## src/rtl/iabst_pkg.sv

```systemverilog
// ----------------------------------------------------------------------------
// iabst_pkg
// Shared types and constants for the implicit-array binary search tree block.
// ----------------------------------------------------------------------------
package iabst_pkg;

  localparam int KEY_W  = 32;
  localparam int SLOT_W = 5;

  localparam logic CMD_INSERT = 1'b0;
  localparam logic CMD_SEARCH = 1'b1;

  typedef enum logic [2:0] {
    ST_INSERTED  = 3'd0,
    ST_DUPLICATE = 3'd1,
    ST_FULL      = 3'd2,
    ST_HIT       = 3'd3,
    ST_MISS      = 3'd4
  } status_t;

  typedef struct packed {
    logic                    cmd;
    logic signed [KEY_W-1:0] key;
  } in_t;

  typedef struct packed {
    status_t             status;
    logic [SLOT_W-1:0]   slot;
  } out_t;

  // One tree slot as held in the node memory.
  typedef struct packed {
    logic                    valid;
    logic signed [KEY_W-1:0] key;
  } node_t;

  typedef enum logic [1:0] {
    CS_CLEAR,
    CS_IDLE,
    CS_WALK,
    CS_HOLD
  } ctrl_state_t;

endpackage

```

## src/rtl/iabst_mem.sv

```systemverilog
// ----------------------------------------------------------------------------
// iabst_mem
// Node memory: one write port and one read port with registered read data.
// ----------------------------------------------------------------------------
module iabst_mem #(
  parameter int TREE_LEVELS = 5
) (
  input  logic                   clk,
  input  logic                   wr_en,
  input  logic [TREE_LEVELS-1:0] wr_addr,
  input  iabst_pkg::node_t       wr_data,
  input  logic                   rd_en,
  input  logic [TREE_LEVELS-1:0] rd_addr,
  output iabst_pkg::node_t       rd_data
);
  import iabst_pkg::*;

  localparam int NODE_COUNT = (1 << TREE_LEVELS) - 1;

  node_t mem [NODE_COUNT];
  node_t rd_data_r;

  always_ff @(posedge clk) begin
    if (wr_en) begin
      mem[wr_addr] <= wr_data;
    end
    if (rd_en) begin
      rd_data_r <= mem[rd_addr];
    end
  end

  assign rd_data = rd_data_r;

endmodule

```

## src/rtl/iabst_ctrl.sv

```systemverilog
// ----------------------------------------------------------------------------
// iabst_ctrl
// Walk sequencer: clears the node memory after reset, then steps one tree
// level per cycle for each command and produces its result.
// ----------------------------------------------------------------------------
module iabst_ctrl #(
  parameter int TREE_LEVELS = 5
) (
  input  logic                   clk,
  input  logic                   rst_n,
  input  logic                   in_valid,
  output logic                   in_ready,
  input  iabst_pkg::in_t         in_item,
  output logic                   mem_wr_en,
  output logic [TREE_LEVELS-1:0] mem_wr_addr,
  output iabst_pkg::node_t       mem_wr_data,
  output logic                   mem_rd_en,
  output logic [TREE_LEVELS-1:0] mem_rd_addr,
  input  iabst_pkg::node_t       mem_rd_data,
  input  logic                   res_free,
  output logic                   res_valid,
  output iabst_pkg::out_t        res_item
);
  import iabst_pkg::*;

  localparam int AW = TREE_LEVELS;
  localparam int NODE_COUNT = (1 << TREE_LEVELS) - 1;
  localparam logic [AW:0]   NODE_COUNT_W = (AW+1)'(NODE_COUNT);
  localparam logic [AW-1:0] LAST_ADDR    = AW'(NODE_COUNT - 1);

  ctrl_state_t state_r, state_nxt;
  logic [AW-1:0] idx_r, idx_nxt;
  logic [AW-1:0] clr_addr_r, clr_addr_nxt;
  in_t           cmd_r, cmd_nxt;
  out_t          hold_r, hold_nxt;

  logic          accept;
  logic          hit;
  logic          go_left;
  logic [AW:0]   child_idx;
  logic          past_end;
  logic          finish;
  out_t          walk_res;
  logic          walk_write;

  assign accept = (state_r == CS_IDLE) && in_valid;

  // Compare the key of the slot read in the previous cycle, choose the child to visit and form the result.
  always_comb begin
    hit       = mem_rd_data.valid && (mem_rd_data.key == cmd_r.key);
    go_left   = cmd_r.key < mem_rd_data.key;
    child_idx = {idx_r, 1'b0} + (go_left ? (AW+1)'(1) : (AW+1)'(2));
    past_end  = child_idx >= NODE_COUNT_W;
    finish    = !mem_rd_data.valid || hit || past_end;

    walk_write = 1'b0;
    if (!mem_rd_data.valid) begin
      if (cmd_r.cmd == CMD_SEARCH) begin
        walk_res.status = ST_MISS;
        walk_res.slot   = '0;
      end else begin
        walk_res.status = ST_INSERTED;
        walk_res.slot   = SLOT_W'(idx_r);
        walk_write      = 1'b1;
      end
    end else if (hit) begin
      walk_res.status = (cmd_r.cmd == CMD_SEARCH) ? ST_HIT : ST_DUPLICATE;
      walk_res.slot   = SLOT_W'(idx_r);
    end else begin
      walk_res.status = (cmd_r.cmd == CMD_SEARCH) ? ST_MISS : ST_FULL;
      walk_res.slot   = '0;
    end
  end

  // Next state.
  always_comb begin
    state_nxt = state_r;
    case (state_r)
      CS_CLEAR: begin
        if (clr_addr_r == LAST_ADDR) begin
          state_nxt = CS_IDLE;
        end
      end
      CS_IDLE: begin
        if (accept) begin
          state_nxt = CS_WALK;
        end
      end
      CS_WALK: begin
        if (finish) begin
          state_nxt = res_free ? CS_IDLE : CS_HOLD;
        end
      end
      CS_HOLD: begin
        if (res_free) begin
          state_nxt = CS_IDLE;
        end
      end
      default: state_nxt = CS_CLEAR;
    endcase
  end

  // Outputs and datapath register updates.
  always_comb begin
    in_ready     = 1'b0;
    mem_wr_en    = 1'b0;
    mem_wr_addr  = idx_r;
    mem_wr_data  = '{valid: 1'b1, key: cmd_r.key};
    mem_rd_en    = 1'b0;
    mem_rd_addr  = '0;
    res_valid    = 1'b0;
    res_item     = walk_res;
    idx_nxt      = idx_r;
    clr_addr_nxt = clr_addr_r;
    cmd_nxt      = cmd_r;
    hold_nxt     = hold_r;
    case (state_r)
      CS_CLEAR: begin
        mem_wr_en    = 1'b1;
        mem_wr_addr  = clr_addr_r;
        mem_wr_data  = '0;
        clr_addr_nxt = clr_addr_r + AW'(1);
      end
      CS_IDLE: begin
        in_ready = 1'b1;
        if (in_valid) begin
          mem_rd_en = 1'b1;
          idx_nxt   = '0;
          cmd_nxt   = in_item;
        end
      end
      CS_WALK: begin
        if (finish) begin
          // The insert lands here; the next read cannot come before the
          // following cycle, so no forwarding is needed.
          mem_wr_en = walk_write;
          res_valid = res_free;
          hold_nxt  = walk_res;
        end else begin
          mem_rd_en   = 1'b1;
          mem_rd_addr = child_idx[AW-1:0];
          idx_nxt     = child_idx[AW-1:0];
        end
      end
      CS_HOLD: begin
        res_valid = res_free;
        res_item  = hold_r;
      end
      default: begin
      end
    endcase
  end

  always_ff @(posedge clk) begin
    if (!rst_n) begin
      state_r    <= CS_CLEAR;
      clr_addr_r <= '0;
    end else begin
      state_r    <= state_nxt;
      clr_addr_r <= clr_addr_nxt;
    end
  end

  always_ff @(posedge clk) begin
    idx_r  <= idx_nxt;
    cmd_r  <= cmd_nxt;
    hold_r <= hold_nxt;
  end

endmodule

```

## src/rtl/implicit_array_bst_insert_search.sv

```systemverilog
// ----------------------------------------------------------------------------
// implicit_array_bst_insert_search
// Binary search tree held in an implicit array (children of slot i at 2i+1
// and 2i+2), with insert and search commands.
// ----------------------------------------------------------------------------
//   Channel  Direction  Handshake              Payload
//   in_      input      in_valid / in_ready    in_item  (cmd, key)
//   out_     output     out_valid / out_ready  out_item (status, slot)
//
// A command is taken and then walks at most TREE_LEVELS tree levels (5 by
// default), one level a cycle; the single-port read of the node memory
// sets this rate.
// After reset all 2^TREE_LEVELS - 1 slots (31 by default) of the node memory
// are cleared, one slot a cycle, with in_ready held low.
// A result waiting in the output register does not stop the next transaction
// from being taken; the walk only holds at its end if the register is full.
// ----------------------------------------------------------------------------
module implicit_array_bst_insert_search #(
  parameter int TREE_LEVELS = 5
) (
  input  logic            clk,
  input  logic            rst_n,
  input  logic            in_valid,
  output logic            in_ready,
  input  iabst_pkg::in_t  in_item,
  output logic            out_valid,
  input  logic            out_ready,
  output iabst_pkg::out_t out_item
);
  import iabst_pkg::*;

  logic                   mem_wr_en;
  logic [TREE_LEVELS-1:0] mem_wr_addr;
  node_t                  mem_wr_data;
  logic                   mem_rd_en;
  logic [TREE_LEVELS-1:0] mem_rd_addr;
  node_t                  mem_rd_data;

  logic res_free;
  logic res_valid;
  out_t res_item;

  logic out_valid_r, out_valid_nxt;
  out_t out_item_r, out_item_nxt;

  iabst_ctrl #(
    .TREE_LEVELS(TREE_LEVELS)
  ) u_ctrl (
    .clk         (clk),
    .rst_n       (rst_n),
    .in_valid    (in_valid),
    .in_ready    (in_ready),
    .in_item     (in_item),
    .mem_wr_en   (mem_wr_en),
    .mem_wr_addr (mem_wr_addr),
    .mem_wr_data (mem_wr_data),
    .mem_rd_en   (mem_rd_en),
    .mem_rd_addr (mem_rd_addr),
    .mem_rd_data (mem_rd_data),
    .res_free    (res_free),
    .res_valid   (res_valid),
    .res_item    (res_item)
  );

  iabst_mem #(
    .TREE_LEVELS(TREE_LEVELS)
  ) u_mem (
    .clk     (clk),
    .wr_en   (mem_wr_en),
    .wr_addr (mem_wr_addr),
    .wr_data (mem_wr_data),
    .rd_en   (mem_rd_en),
    .rd_addr (mem_rd_addr),
    .rd_data (mem_rd_data)
  );

  // The output register is free when empty or being emptied this cycle.
  assign res_free = !out_valid_r || out_ready;

  always_comb begin
    out_valid_nxt = out_valid_r;
    out_item_nxt  = out_item_r;
    if (res_valid) begin
      out_valid_nxt = 1'b1;
      out_item_nxt  = res_item;
    end else if (out_ready) begin
      out_valid_nxt = 1'b0;
    end
  end

  always_ff @(posedge clk) begin
    if (!rst_n) begin
      out_valid_r <= 1'b0;
    end else begin
      out_valid_r <= out_valid_nxt;
    end
  end

  always_ff @(posedge clk) begin
    out_item_r <= out_item_nxt;
  end

  assign out_valid = out_valid_r;
  assign out_item  = out_item_r;

endmodule

```

## config.mk

```make
export PLATFORM = sky130hd
export DESIGN_NAME = implicit_array_bst_insert_search
export DESIGN_NICKNAME = d
export VERILOG_FILES = /design/src/rtl/iabst_pkg.sv /design/src/rtl/iabst_mem.sv /design/src/rtl/iabst_ctrl.sv /design/src/rtl/implicit_array_bst_insert_search.sv
export SDC_FILE = /design/constraint.sdc
export NUM_CORES = 1
export LEC_CHECK = 0
export BUFFER_PORTS_ARGS = -buffer_cell sky130_fd_sc_hd__buf_2
export CAP_MARGIN = 10
export CORE_MARGIN = 5
export CORE_UTILIZATION = 59
export DETAILED_ROUTE_END_ITERATION = 8
export GPL_ROUTABILITY_DRIVEN = 0
export PLACE_DENSITY = 0.84
export SETUP_SLACK_MARGIN = 0.05
export SLEW_MARGIN = 0
export SYNTH_ARGS = -nofsm -noshare
export SYNTH_HDL_FRONTEND = slang
export SYNTH_SLANG_ARGS = --single-unit
```

## constraint.sdc

```tcl
create_clock -name clk -period 6.85 [get_ports clk]
set_input_delay 1.0275 -clock clk [delete_from_list [all_inputs] [get_ports clk]]
set_output_delay 1.0275 -clock clk [all_outputs]
set_load 0.005 [all_outputs]
```

== Yosys cells after proc, flatten, opt, wreduce, memory -nomap -nowiden ==
Memories as Yosys holds them, arrays and structs flattened. A register that Yosys moved wholly into a read port is not among the register bits.
Index checks and enable logic that the tools add are counted.

* Bits in registers: 62
* Latch bits: 0
* RAM bits: 1,023
* Bits in read-only memories: 0
* Bits of input ports: 37
* Output and inout port bits: 10
* Word-level logic and storage cells: 74
* Memories: 1

{| class="wikitable"
|+ Memory list
! memory !! words !! width !! rd ports !! clocked after memory_dff !! wr ports !! line !! text
|-
| u_mem.mem || 31 || 33 || 1 || 1 || 1 || iabst_mem.sv:20 || <nowiki>node_t mem [NODE_COUNT];</nowiki>
|}

* Add/sub/neg operators: 2
* Multipliers: 0
* Div/mod/pow operators: 0
* Magnitude comparators: 2
* Equal/unequal tests: 11
* Shifts and indexed selects: 0
* Multiplexer cells: 34
* Bitwise operators: 0
* Reduce and logical (&&, ||, !) cells: 14

{| class="wikitable"
|+ Operator list
! operator !! count
|-
| two-way mux 33 bit || 1
|-
| == test 32 bit || 1
|-
| < comparator 32 bit || 1
|-
| two-way mux 8 bit || 4
|-
| two-way mux 5 bit || 5
|-
| two-way mux 2 bit || 7
|-
| two-way mux 1 bit || 11
|-
| one-hot mux 5 bit (2 select lines) || 1
|-
| != test 2 x 1 -> 1 bit (second input constant) || 4
|-
| one-hot mux 2 bit (4 select lines) || 1
|-
| adder 6 bit || 1
|-
| >= comparator 6 x 5 -> 1 bit (second input constant) || 1
|-
| one-hot mux 1 bit (2 select lines) || 3
|-
| adder 5 x 1 -> 5 bit (second input constant) || 1
|-
| == test 5 bit (second input constant) || 1
|-
| == test 2 bit (second input constant) || 2
|-
| != test 2 bit (second input constant) || 2
|-
| AND reduction 2 bit || 2
|-
| AND reduction 4 bit || 1
|-
| nonzero test 2 bit || 2
|-
| logical OR 1 bit || 3
|-
| two-way mux 3 bit || 1
|-
| AND reduction 3 bit || 1
|-
| == test 2 x 1 -> 1 bit (second input constant) || 1
|-
| other kinds (3) || 5
|}

== Depth between registers and ports, before layout ==
* Word-level depth: 9
* Gate-level depth with buffers: 27
* Mapped depth without buffers: 19

== Hierarchy ==
From an unflattened synthesis, not the netlist that was laid out.

* Cells, all modules: 2,305
* Area total of the unflattened synthesis: 43,983.4 um^2

{| class="wikitable"
|+ Modules (own cells, without submodules)
! module !! times used !! cells an instance !! area each (um^2) !! seq. area each (um^2)
|-
| iabst_mem || 1 || 1,992 || 40,373.7 || 31,710.4
|-
| iabst_ctrl || 1 || 301 || 3,320.7 || 1,521.5
|-
| implicit_array_bst_insert_search || 1 || 12 || 289.0 || 260.2
|}

== Worst setup path before layout ==
Ideal clock, no wire load.

* Path kind: reg-to-reg
* Start point: register u_ctrl.cmd_r[26] in the netlist's numbering
* End point: register u_mem.rd_data[13] (netlist name)
* Library setup time: 0.272 ns
* Arrival: 4.657 ns
* Required time: 6.578 ns
* Slack: 1.921 ns
* Cell stages (with the launch flop): 25
* Path buffers: 7
* Period minus slack after synthesis: 4.929 ns
* Cell sequence: edfxtp_1 ha_1 nand4_2 nor4_4 a21oi_1 a31oi_1 o31a_2 buf_6 buf_6 buf_2 buf_2 ha_1 ha_1 and4b_1 o311a_1 nand2_2 nand3_1 or3_1 buf_2 nor2_2 buf_2 buf_4 nand3_1 nand4_1 a211oi_1

* Longest elaborated chain between the ends: 7
* Elaborated cells between the ends (all ways): 12
* Classes of those cells: 1 x add/sub; 2 x order compare; 1 x eq/ne; 5 x mux; 3 x reduce/logical

{| class="wikitable"
|+ RTL lines
! what !! line !! text
|-
| start, declared || iabst_ctrl.sv:34 || <nowiki>in_t cmd_r, cmd_nxt;</nowiki>
|-
| start signal, assigned || iabst_ctrl.sv:166 || <nowiki>cmd_r <= cmd_nxt;</nowiki>
|-
| < comparator 32 bit || iabst_ctrl.sv:51 || <nowiki>go_left = cmd_r.key < mem_rd_data.key;</nowiki>
|-
| two-way mux 2 bit || iabst_ctrl.sv:52 || <nowiki>child_idx = {idx_r, 1'b0} + (go_left ? (AW+1)'(1) : (AW+1)'(2));</nowiki>
|-
| adder 6 bit || iabst_ctrl.sv:52 ||
|-
| >= comparator 6 x 5 -> 1 bit || iabst_ctrl.sv:53 || <nowiki>past_end = child_idx >= NODE_COUNT_W;</nowiki>
|-
| logical OR 1 bit || iabst_ctrl.sv:54 || <nowiki>finish = !mem_rd_data.valid || hit || past_end;</nowiki>
|-
| two-way mux 1 bit or two-way mux 5 bit (tied branches) || iabst_ctrl.sv:133 || <nowiki>if (finish) begin</nowiki>
|-
| one-hot mux 1 bit (2 select lines) or two-way mux 5 bit (tied branches) || iabst_ctrl.sv:117 || <nowiki>case (state_r)</nowiki>
|}

Parallel ways exist; a longest one is shown, timed or not.
A chain may end at the register's enable or synchronous reset.

== Worst setup path in the final report ==
* Start point: register u_ctrl.cmd_r[31] in the netlist's numbering
* End point: register u_mem.rd_data[0] (netlist name)

* Longest elaborated chain between the ends: 7
* Elaborated cells between the ends (all ways): 12
* Classes of those cells: 1 x add/sub; 2 x order compare; 1 x eq/ne; 5 x mux; 3 x reduce/logical

{| class="wikitable"
|+ RTL lines
! what !! line
|-
| < comparator 32 bit || iabst_ctrl.sv:51
|-
| two-way mux 2 bit || iabst_ctrl.sv:52
|-
| adder 6 bit || iabst_ctrl.sv:52
|-
| >= comparator 6 x 5 -> 1 bit || iabst_ctrl.sv:53
|-
| logical OR 1 bit || iabst_ctrl.sv:54
|-
| two-way mux 1 bit or two-way mux 5 bit (tied branches) || iabst_ctrl.sv:133
|-
| one-hot mux 1 bit (2 select lines) or two-way mux 5 bit (tied branches) || iabst_ctrl.sv:117
|}

Parallel ways exist; a longest one is shown, timed or not.

==> flow_summary.ini <==
[run_status]
outcome = finished clean

[critical_path]
start_kind = flop
worstSetupPathType = flop to flop
end_kind = flop
r2r_setup_slack_ns = 0.36
cp.required_ns = 7.27
arrival_ns = 6.91
timing.critical_path.fanout_max = 46
r2r-start = u_ctrl.cmd_r[31]
worstReg2RegEnd = u_mem.rd_data[0]
worstRegToRegCells = 18

[finish]
syn_to_final_growth_pct = 11.37
mostFrequentLayoutCell = edfxtp_1
fin_nets = 3128
fillCellCount = 4551
fin_util = 0.6614
mostFrequentLayoutCells = edfxtp_1 (1110), nand2_1 (555), nand3_1 (190)
final_cells = 4099
drive_above_1_share = 0.1154

[yosys]
syn_area_sq_um = 44060
synth-seq-cells = 1118
ys.flop_type = edfxtp_1
synth_cell_types = 63
yosysTopAreaCellShare = 0.7564
synthArstFlopShare = 0
synth-seq-area-share = 0.7601
yosysWarnings = 0
synth_edf_count = 1110
synth_top_cell_by_area = edfxtp_1
synth_area_leaders = edfxtp_1 (76%), nand2_1 (4.7%), mux2i_1 (3.6%)
syn_area_per_cell_sq_um = 14.86
syn_nets = 3045
synth_cells = 2965

[timing]
fin_tns_setup_ns = 0
drv_slew = 0
fin_crit_ns = 6.486
rsz0062_at_grt = false
post-route-period-util = 0.9469
relSlewSlack = 0.1674
fin_skew_ns = 0.04472
hold_viol_final = 0
layout_setup_ws_ns = 0.3638
finalSetupViolations = 0
clock.fmax_ghz = 0.1542
tightest_slew_ns = 1.246

[cts]
clk_latency_ns = 0.70
post-cts-setup-buffers = 0
cts_sinks = 1118
ctsResizeCount = 0
cts_tree = yes
clkTransAtPathRegs_ns = 0.07
cts_buffers = 101
cts_root_buf = clkbuf_16
clockBufferDepth = 3
ctsHoldBuffers = 0
cts.htree.levels = 3

[grt]
grt_overflow = 0
antenna_found_initial = 3
grt_pass1_wl_mm = 180.9
grt_pass1_vias = 28290
grt.total_usage = 0.3034
grt_max_degree = 145

[placement]
dp_hpwl_mm = 66.79
io_buffer_count = 46
dpl.cell_count = 3911
preCtsSetupSlack_ns = 0.7308

[drt]
drt_iter0_markers = 5206
avgRoutedWirePerCell_microns = 30.60
drc = 0
vias = 28830
ant_nets = 0
dr.pass1.iters = 6
vias_per_cell = 7.033
drt_wl_total_mm = 125.4

[job]
max_cap_violations = 0

[die]
row_count = 100
fp.dieW_microns = 283.3
start_util = 0.5939
dieArea_sq_um = 80250
core_area_sq_um = 74200
pin_count = 47
die_h_microns = 283.3

[power]
p_leak_nw = 16.61
powerDensity_nw_per_um2 = 268.1
irDropWorstVdd_uv = 231.6

[hold_path]
hold_depth = 1
hp-start = in_item[5]
min_path_type = input pin to flop
min_to = u_ctrl.cmd_r[5]
where the power goes:
group | switching [mW] | total (mW) | internal (mW)
registers | 0.0209 | 7.52 | 7.49
logic | 0.131 | 0.174 | 0.0434
clock network | 2.48 | 5.47 | 2.99
sequential cells by signal (all words and copies together) (netlist names):
signal             flops
u_mem.mem           1023
u_ctrl.cmd_r          33
u_mem.rd_data         33
out_item               8
u_ctrl.hold_r          8
u_ctrl.clr_addr_r      5
u_ctrl.idx_r           5
u_ctrl.state_r         2
out_valid              1
per-stage QoR:
step	area, sq um	hold slack (ns)	total power [mW]
2_1_floorplan	44060	0.5000	7.733
3_3_place_gp	45870	0.5205	7.813
3_5_place_dp	45870	0.5373	7.826
4_1_cts	49030	0.4868	13.15
5_1_grt	49070	0.5067	13.46
6_report	49070	0.5096	13.16
cell usage after synthesis (all sizes together), types with 2 or more instances:
| library cell | count |
|---|---|
| edfxtp | 1110 |
| nand2 | 558 |
| nand3 | 195 |
| mux2i | 158 |
| a21oi | 138 |
| buf | 104 |
| o21ai | 81 |
| clkbuf | 62 |
| nor2 | 56 |
| inv | 46 |
| ha | 43 |
| a211oi | 37 |
| a31oi | 36 |
| nand4 | 33 |
| nor2b | 33 |
| o22ai | 33 |
| a22oi | 32 |
| o211ai | 32 |
| a2111oi | 29 |
| or3 | 16 |
| a22o | 14 |
| and2 | 14 |
| o311ai | 14 |
| o31ai | 14 |
| a221oi | 13 |
| nor3 | 11 |
| mux2 | 10 |
| dfxtp | 8 |
| nor4 | 8 |
| xnor2 | 3 |
| xor2 | 3 |
| a21boi | 2 |
| and3 | 2 |
| mux4 | 2 |
| o311a | 2 |
layer usage:
layer / vias to the layer above / part of all wire / GRT usage
li1: 11460 / - / -
met1: 13880 / 0.32 / 0.3844
met2: 2872 / 0.45 / 0.4679
met3: 613 / 0.16 / 0.09799
met4: 2 / 0.070 / 0.1707
met5: - / 0.00010 / 0
layout make-up:
cell class | count | area [sq um] | share of cell area
Antenna cell | 2 | 5.005 | 0.0001020
Clock buffer | 122 | 2606 | 0.05311
Clock inverter | 61 | 561.8 | 0.01145
Inverter | 46 | 175.2 | 0.003570
Multi-Input combinational cell | 1635 | 9916 | 0.2021
Sequential cell | 1118 | 33490 | 0.6825
Tap cell | 969 | 1212 | 0.02471
Timing Repair Buffer | 146 | 1105 | 0.02251
cells by family after synthesis:
group                    synth area share
XOR/XNOR                         0.001193
buffers and inverters             0.02343
AO/OA/AOI/OAI                     0.07056
adder cells (fa/ha/maj)           0.01221
flip-flops                         0.7601
multiplexers                      0.03947
AND/OR/NAND/NOR                   0.09308
worst max-delay path by stage:
stage                           startpoint                end  slack, ns  cells after the start
after floorplan           u_ctrl.cmd_r[26]  u_mem.rd_data[13]       1.92                     24
after global placement    u_ctrl.cmd_r[31]   u_mem.rd_data[1]       0.87                     18
after detailed placement  u_ctrl.cmd_r[31]   u_mem.rd_data[6]       0.73                     18
after CTS                 u_ctrl.cmd_r[31]   u_mem.rd_data[0]       0.62                     18
after global routing      u_ctrl.cmd_r[30]  u_mem.rd_data[24]       0.16                     16
final                     u_ctrl.cmd_r[31]   u_mem.rd_data[0]       0.36                     18
critical path, stage by stage, from the launching register on:
cell       delay, ns
edfxtp_1        0.40
ha_1            0.46
nand4_1         0.39
nor3_1          0.75
o311a_1         0.42
o31a_4          0.23
ha_1            0.22
ha_1            0.26
and4b_1         0.22
o311a_1         0.32
nand2_2         0.17
nand2_2         0.14
nor2_1          0.38
nand2_8         0.33
buf_12          0.39
mux2i_1         0.22
o211ai_1        0.16
a2111oi_0       0.55
a211oi_1        0.18
No activity file was read; power rests on OpenSTA's default activity.
